--- config.mk ---
export PLATFORM = sky130hd
export DESIGN_NAME = cgmg_front
export DESIGN_NICKNAME = d
export VERILOG_FILES = /design/src/rtl/cgmg_pkg.sv /design/src/rtl/cgmg_front.sv
export SDC_FILE = /design/constraint.sdc
export NUM_CORES = 2
export LEC_CHECK = 0
export BUFFER_PORTS_ARGS = -buffer_cell sky130_fd_sc_hd__buf_2
export CAP_MARGIN = 5
export CORE_ASPECT_RATIO = 1.25
export CORE_MARGIN = 2
export CORE_UTILIZATION = 34
export CTS_BUF_LIST = sky130_fd_sc_hd__clkbuf_8
export CTS_CLUSTER_DIAMETER = 80
export DETAILED_ROUTE_END_ITERATION = 8
export GPL_TIMING_DRIVEN = 0
export PLACE_DENSITY = 0.48
export RECOVER_POWER = 25
export SLEW_MARGIN = 0
export SYNTH_ARGS = -nofsm -noshare
export SYNTH_HDL_FRONTEND = slang
export SYNTH_SLANG_ARGS = --single-unit
--- constraint.sdc ---
create_clock -name clk_i -period 9.1 [get_ports clk_i]
set_input_delay 1.82 -clock clk_i [delete_from_list [all_inputs] [get_ports clk_i]]
set_output_delay 1.82 -clock clk_i [all_outputs]
set_load 0.01 [all_outputs]
--- src/rtl/cgmg_pkg.sv ---
package cgmg_pkg;

  localparam int GAIN_FRAC_BITS = 12;
  localparam int GAIN_W         = 16;
  localparam int CH_W           = 8;

  // a1*c1 + a2*c2 and its square sum
  localparam int S_W       = 2 * CH_W + 1;
  localparam int SQ_W      = 2 * S_W;
  localparam int SUMSQ_W   = SQ_W + 2;
  localparam int RAD_SHIFT = 20;
  localparam int RAD_W     = SUMSQ_W + RAD_SHIFT;
  localparam int ROOT_W    = RAD_W / 2;
  localparam int LEN_W     = ROOT_W;

  // normalized share, Q16 with headroom
  localparam int QUO_W    = 17;
  localparam int K_WIDE   = 25;
  localparam int K_NARROW = 26;
  localparam int NUM_W    = S_W + K_NARROW + 1;

  // alpha divisor shifts
  localparam int DSH_WIDE   = 8;
  localparam int DSH_NARROW = 7;

  // mode 0 scale: prior * (1500*2^16 + 1732*n) / (2500*2^16)
  localparam int SCALE_MUL_W = 11;
  localparam logic [SCALE_MUL_W-1:0] SCALE_MUL = SCALE_MUL_W'(1732);
  localparam int SCALE_T_W   = QUO_W + SCALE_MUL_W;
  localparam int SCALE_U_W   = SCALE_T_W + 1;
  localparam logic [SCALE_U_W-1:0] SCALE_BASE = SCALE_U_W'(1500 * 65536);
  localparam int SCALE_NUM_W = GAIN_W + SCALE_U_W;
  localparam logic [SCALE_NUM_W-1:0] SCALE_HALF = SCALE_NUM_W'(1250 * 65536);
  // 2500*2^16 = 625 * 2^18: shift, then reciprocal multiply by 1/625
  localparam int DEN_SHIFT   = 18;
  localparam int SCALE_Y_W   = SCALE_NUM_W - DEN_SHIFT;
  localparam int RECIP_W     = 27;
  localparam logic [RECIP_W-1:0] RECIP_M = RECIP_W'(109951163);
  localparam int RECIP_SHIFT = 36;
  localparam int PROD_W      = SCALE_Y_W + RECIP_W;
  localparam int SCALE_Q_W   = PROD_W - RECIP_SHIFT;

  localparam int FRONT_STAGES = 3;
  localparam int BACK_STAGES  = 4;
  localparam int LATENCY      = FRONT_STAGES + ROOT_W + QUO_W + BACK_STAGES;

  localparam logic [GAIN_W-1:0] IDENT_GAIN =
    (GAIN_FRAC_BITS >= GAIN_W) ? {GAIN_W{1'b1}} : GAIN_W'(64'd1 << GAIN_FRAC_BITS);

  typedef enum logic [1:0] {
    MODE_NORM   = 2'd0,
    MODE_ADD    = 2'd1,
    MODE_WEIGHT = 2'd2,
    MODE_IDENT  = 2'd3
  } mode_e;

  localparam int CFG_IDX_W  = 1;
  localparam int CFG_DATA_W = 2;
  localparam logic [CFG_IDX_W-1:0] CFG_FILTER_MODE = 1'b0;
  localparam logic [CFG_IDX_W-1:0] CFG_WIDE_ALPHA  = 1'b1;

  // per-request payload carried alongside the arithmetic
  typedef struct packed {
    mode_e                       mode;
    logic                        wide;
    logic [2:0][S_W-1:0]         s;
    logic [2:0][GAIN_W-1:0]      prior;
    logic [2:0][GAIN_W-1:0]      alt;
  } item_t;

endpackage

--- src/rtl/cgmg_front.sv ---
module cgmg_front import cgmg_pkg::*; (
  input  logic                    clk_i,
  input  logic                    rst_ni,
  input  logic                    vld_i,
  input  mode_e                   mode_i,
  input  logic                    wide_i,
  input  logic [2:0][CH_W-1:0]    c1_i,
  input  logic [2:0][CH_W-1:0]    c2_i,
  input  logic [CH_W-1:0]         a1_i,
  input  logic [CH_W-1:0]         a2_i,
  input  logic [2:0][GAIN_W-1:0]  prior_i,
  output logic                    vld_o,
  output item_t                   item_o,
  output logic [SUMSQ_W-1:0]      sumsq_o
);

  localparam int ALT_W = S_W + GAIN_FRAC_BITS + 2;
  localparam int ADD_SH_WIDE   = 7 + DSH_WIDE;
  localparam int ADD_SH_NARROW = 7 + DSH_NARROW;
  localparam int WGT_SH_WIDE   = 8 + DSH_WIDE;
  localparam int WGT_SH_NARROW = 8 + DSH_NARROW;
  localparam logic [ALT_W-1:0] ALT_MAX = ALT_W'({GAIN_W{1'b1}});

  // stage 1
  logic                   v1_q;
  mode_e                  mode1_q;
  logic                   wide1_q;
  logic [2:0][S_W-1:0]    s1_d, s1_q, m1_d, m1_q;
  logic [2:0][GAIN_W-1:0] prior1_q;
  // stage 2
  logic                   v2_q;
  item_t                  item2_d, item2_q;
  logic [2:0][SQ_W-1:0]   sq2_d, sq2_q;
  // stage 3
  logic                   v3_q;
  item_t                  item3_q;
  logic [SUMSQ_W-1:0]     sumsq3_d, sumsq3_q;

  logic [ALT_W-1:0] add_v [3];
  logic [ALT_W-1:0] add_r [3];
  logic [ALT_W-1:0] wgt_v [3];
  logic [ALT_W-1:0] wgt_r [3];

  always_comb begin
    for (int i = 0; i < 3; i++) begin
      s1_d[i] = S_W'(a1_i) * S_W'(c1_i[i]) + S_W'(a2_i) * S_W'(c2_i[i]);
      m1_d[i] = (wide_i ? (S_W'(c1_i[i]) << DSH_WIDE) : (S_W'(c1_i[i]) << DSH_NARROW))
              + S_W'(a2_i) * S_W'(c2_i[i]);
    end
  end

  // additive, weighted and identity gains, plus the squares for the length
  always_comb begin
    item2_d.mode  = mode1_q;
    item2_d.wide  = wide1_q;
    item2_d.s     = s1_q;
    item2_d.prior = prior1_q;
    for (int i = 0; i < 3; i++) begin
      add_v[i] = (ALT_W'(m1_q[i]) << GAIN_FRAC_BITS)
               + (wide1_q ? (ALT_W'(1) << (ADD_SH_WIDE - 1))
                          : (ALT_W'(1) << (ADD_SH_NARROW - 1)));
      add_r[i] = wide1_q ? (add_v[i] >> ADD_SH_WIDE) : (add_v[i] >> ADD_SH_NARROW);
      wgt_v[i] = wide1_q
               ? (((ALT_W'(1) << WGT_SH_WIDE) + ALT_W'(s1_q[i])) << GAIN_FRAC_BITS)
                 + (ALT_W'(1) << (WGT_SH_WIDE - 1))
               : (((ALT_W'(1) << WGT_SH_NARROW) + ALT_W'(s1_q[i])) << GAIN_FRAC_BITS)
                 + (ALT_W'(1) << (WGT_SH_NARROW - 1));
      wgt_r[i] = wide1_q ? (wgt_v[i] >> WGT_SH_WIDE) : (wgt_v[i] >> WGT_SH_NARROW);
      unique case (mode1_q)
        MODE_ADD:    item2_d.alt[i] = (add_r[i] > ALT_MAX) ? {GAIN_W{1'b1}}
                                                            : add_r[i][GAIN_W-1:0];
        MODE_WEIGHT: item2_d.alt[i] = (wgt_r[i] > ALT_MAX) ? {GAIN_W{1'b1}}
                                                            : wgt_r[i][GAIN_W-1:0];
        MODE_IDENT:  item2_d.alt[i] = IDENT_GAIN;
        MODE_NORM:   item2_d.alt[i] = '0;
        default:     item2_d.alt[i] = '0;
      endcase
      sq2_d[i] = SQ_W'(s1_q[i]) * SQ_W'(s1_q[i]);
    end
  end

  assign sumsq3_d = SUMSQ_W'(sq2_q[0]) + SUMSQ_W'(sq2_q[1]) + SUMSQ_W'(sq2_q[2]);

  always_ff @(posedge clk_i or negedge rst_ni) begin
    if (!rst_ni) begin
      v1_q <= 1'b0;
      v2_q <= 1'b0;
      v3_q <= 1'b0;
    end else begin
      v1_q <= vld_i;
      v2_q <= v1_q;
      v3_q <= v2_q;
    end
  end

  always_ff @(posedge clk_i) begin
    mode1_q  <= mode_i;
    wide1_q  <= wide_i;
    s1_q     <= s1_d;
    m1_q     <= m1_d;
    prior1_q <= prior_i;
    item2_q  <= item2_d;
    sq2_q    <= sq2_d;
    item3_q  <= item2_q;
    sumsq3_q <= sumsq3_d;
  end

  assign vld_o   = v3_q;
  assign item_o  = item3_q;
  assign sumsq_o = sumsq3_q;

endmodule

==> flow_summary.toml <==
[clock_tree]
clkSinkCount = 585
cts_buffers = 102
max-clock-path-buffers = 3
clk_pin_slew_ns = 0.06
cts_setup_buffers = 0
cts_tree = "done"
worstSkewPairLatency_ns = 0.85
h-tree-depth = 3
cts_root_buffer = "clkbuf_8"

[critical_path]
cpMostUsedCell = "fa_1"
crit_path_max_incr_delay_ns = 0.55
critPathLaunchType = "primary input"
required_ns = 9.87
crit_path_max_fanout = 10
critPathKind = "in -> reg"
critPathTopFamily = "adder cells"
crit_path_end_kind = "register"
slowest_stage = "fa_1"
worst-path-buf-inv = 7
cp.arrival_ns = 9.58

[timing]
rsz0062_at_grt = "false"
setup_viol = 0
tightest_slew_ns = 1.175
worst_slack_ns = 0.2962
period_share = 0.9675
fin_crit_ns = 8.804
hold-worst-slack_ns = 0.3209
maxSlewHeadroom = 0.2095
fin_setup_tns_ns = 0
fmax_ghz = 0.1136
maxSlewViolCount = 0
final_hold_viol_count = 0
clock_skew_ns = 0.08125

[route]
route.vias.total = 40920
drt-total-wl_um = 166600
dr.pass1.iters = 7
routed_via_density = 4.713
initialDrtViolationCount = 1987
avgRoutedWirePerCell_um = 19.19
detail-route-antenna-nets = 0
drc = 0

[logic_synthesis]
ys_warn_count = 0
synth_top_area_cell = "fa_1"
synth_async_sr_flop_share = 0.005128
synth-seq-cells = 585
seq_area_frac_synth = 0.2059
synthCells = 5999
netlist.area_leader.share = 0.3079
netlist_area_mm2 = 0.05695
synth_cell_type_count = 83
yosys-top-cells-area = "fa_1, dfxtp_1, ha_1"
synth-edff-count = 0
synth-main-ff-cell = "dfxtp_1"
synth_area_per_cell_um2 = 9.494

[global_route]
grt_busiest_layer = "met2"
grt_max_degree = 16
grt_pass1_wl_um = 256100
globalRouteTotalUtil = 0.1982
gr-total-overflow = 0
grt_use_met2 = 0.3456
met1_usage = 0.2421
grt_pass1_vias = 43860
use_met3 = 0.03812
antenna_found_initial = 34

[run_status]
status = "finished clean"

[floorplanning]
core-area_mm2 = 0.1661
start_util = 0.3429
dieHeight_um = 461.6
fp-row-count = 167
io_pins = 305
die-area_mm2 = 0.1708
die_w_um = 370.1

[placed_design]
place_ws_ns = -0.7197
io_buffers = 290
hpwlAfterDp_um = 141000
gp_congestion = 0.8899
place_area_mm2 = 0.06116

[final_layout]
drive_gt1_frac = 0.08109
fin_nets = 8000
final_area_mm2 = 0.06342
synthToLayoutAreaGrowth_pct = 11.36
fill_cells = 17000

[worst_hold_path]
hold_class = "reg -> reg"

[run]
maxCapViolCount = 0
## cells in the mapped netlist (7+ instances only)
cell and n:
mux2i_1 18, o21a_1 32, or3_1 8, o22ai_1 33
a211o_1 8, buf_1 10, clkinv_1 11, and2_1 384
o211ai_1 16, o21ai_0 123, o2111ai_1 8, nand4_1 32
nor3_1 58, dfxtp_1 582, and4_1 7, o21bai_1 21
xnor2_1 224, or2_2 11, nor2_1 283, xor2_1 90
ha_1 611, a21o_1 67, a31oi_1 27, a21oi_1 189
mux2_2 25, and3_1 33, nand2_1 491, o221ai_1 7
nor4_1 9, o41ai_1 13, nor2b_1 49, fa_1 876
nand3_1 55, a21boi_0 14, inv_1 1270, clkbuf_1 160
nand2b_1 32, a211oi_1 11
## state kept, by name, summed over array words and instances, names as in the netlist, 2 cells and up
name	flops
mode1_q	2
item2_q	149
m1_q	48
item2_d	99
item_o	150
sq2_q	97
sumsq_o	36
## routing by layer
layer | vias to the layer above | routed length, µm
met4 | 26 | 5912
met5 | - | 159
li1 | 19360 | -
met2 | 1072 | 80700
met3 | 275 | 10170
met1 | 20180 | 69660
## final timing paths
check / startpoint / endpoint / slack, ns / depth (start not counted)
max: a2_i[5] / item2_d[145]$_DFF_P_ / 0.30 / 27
min: item2_q[77]$_DFF_P_ / item_o[77]$_DFF_P_ / 0.32 / 0
max reg2reg: item2_d[115]$_DFF_P_ / sq2_q[65]$_DFF_P_ / 0.93 / 22
min reg2reg: item2_q[77]$_DFF_P_ / item_o[77]$_DFF_P_ / 0.32 / 0
max in group asynchronous: rst_ni / vld_o$_DFF_PN0_ / 8.16 / 1
min in group asynchronous: rst_ni / v1_q$_DFF_PN0_ / 0.83 / 1
## area by class of cell
type                       instances  area (µm²)  area share
tap                             2197        2749     0.04334
inverter                        1282        4812     0.07587
clock buffer                     128        1762     0.02778
multi-input combinational       3963       39780      0.6272
timing repair buffer             290        1451     0.02288
clock inverter                    55       457.9    0.007220
sequential                       585       11730      0.1849
buffer                           171       660.6     0.01042
antenna                           10       25.02   0.0003945
## worst register-to-register path: stages (launching register included)
cell and delay, ns:
dfxtp_1 0.71, clkbuf_1 0.80, clkbuf_1 0.59, nand2_1 0.24, fa_1 0.51, fa_1 0.55, inv_1 0.05, fa_1 0.53
inv_1 0.05, fa_1 0.52, inv_1 0.05, fa_1 0.57, fa_1 0.52, ha_1 0.39, a211oi_1 0.32, nand2_1 0.12
a2111oi_2 0.35, o21ai_1 0.17, o21ba_2 0.24, o21a_1 0.27, a211o_1 0.28, a21oi_1 0.17, xnor2_1 0.13
## what timing repair did
action | in CTS | in global routing
gates resized for setup | 0 | 23
hold buffers | 0 | 0
setup endpoints to repair | 0 | 9
## kinds of logic (layout without fill, tap and decap cells)
| group | after synthesis | count (layout) | synth area share |
|---|---|---|---|
| buf+inv | 1453 | 1926 | 0.09578 |
| mux | 43 | 43 | 0.008106 |
| fa+ha+maj | 1487 | 1487 | 0.4421 |
| xor+xnor | 314 | 314 | 0.04829 |
| flops | 585 | 585 | 0.2059 |
| compound gates | 645 | 645 | 0.07359 |
| other cells | 1 | 13 | 0.00006584 |
| simple gates | 1471 | 1471 | 0.1261 |
## cell usage in the layout (no fill, tap or decap), types with 13 or more instances in the layout
| cell | count |
|---|---|
| dfxtp_1 | 582 |
| o211ai_1 | 16 |
| nor2_1 | 283 |
| nand2_1 | 491 |
| mux2_2 | 25 |
| o21bai_1 | 21 |
| clkinv_2 | 17 |
| fa_1 | 876 |
| inv_1 | 1286 |
| nor2b_1 | 49 |
| mux2i_1 | 18 |
| nand4_1 | 32 |
| nand2b_1 | 32 |
| a31oi_1 | 27 |
| xnor2_1 | 224 |
| clkbuf_1 | 152 |
| a21o_1 | 67 |
| clkbuf_8 | 128 |
| o22ai_1 | 33 |
| buf_2 | 291 |
| o21a_1 | 32 |
| a21boi_0 | 13 |
| nand3_1 | 55 |
| and2_1 | 384 |
| o41ai_1 | 13 |
| and3_1 | 33 |
| o21ai_0 | 123 |
| ha_1 | 611 |
| nor3_1 | 58 |
| xor2_1 | 90 |
| a21oi_1 | 189 |
## stage by stage
| step | cells | utilization |
|---|---|---|
| floorplan | 6001 | - |
| CTS | 8671 | 0.3816 |
| detailed placement | 8488 | 0.3682 |
| global placement | 8488 | 0.3682 |
| finish | 8681 | 0.3818 |
| global route | 8676 | 0.3817 |
Power is left out: the tool's default activity adds up to more than one toggle a clock period on the data nets, which glitch-free logic cannot reach.
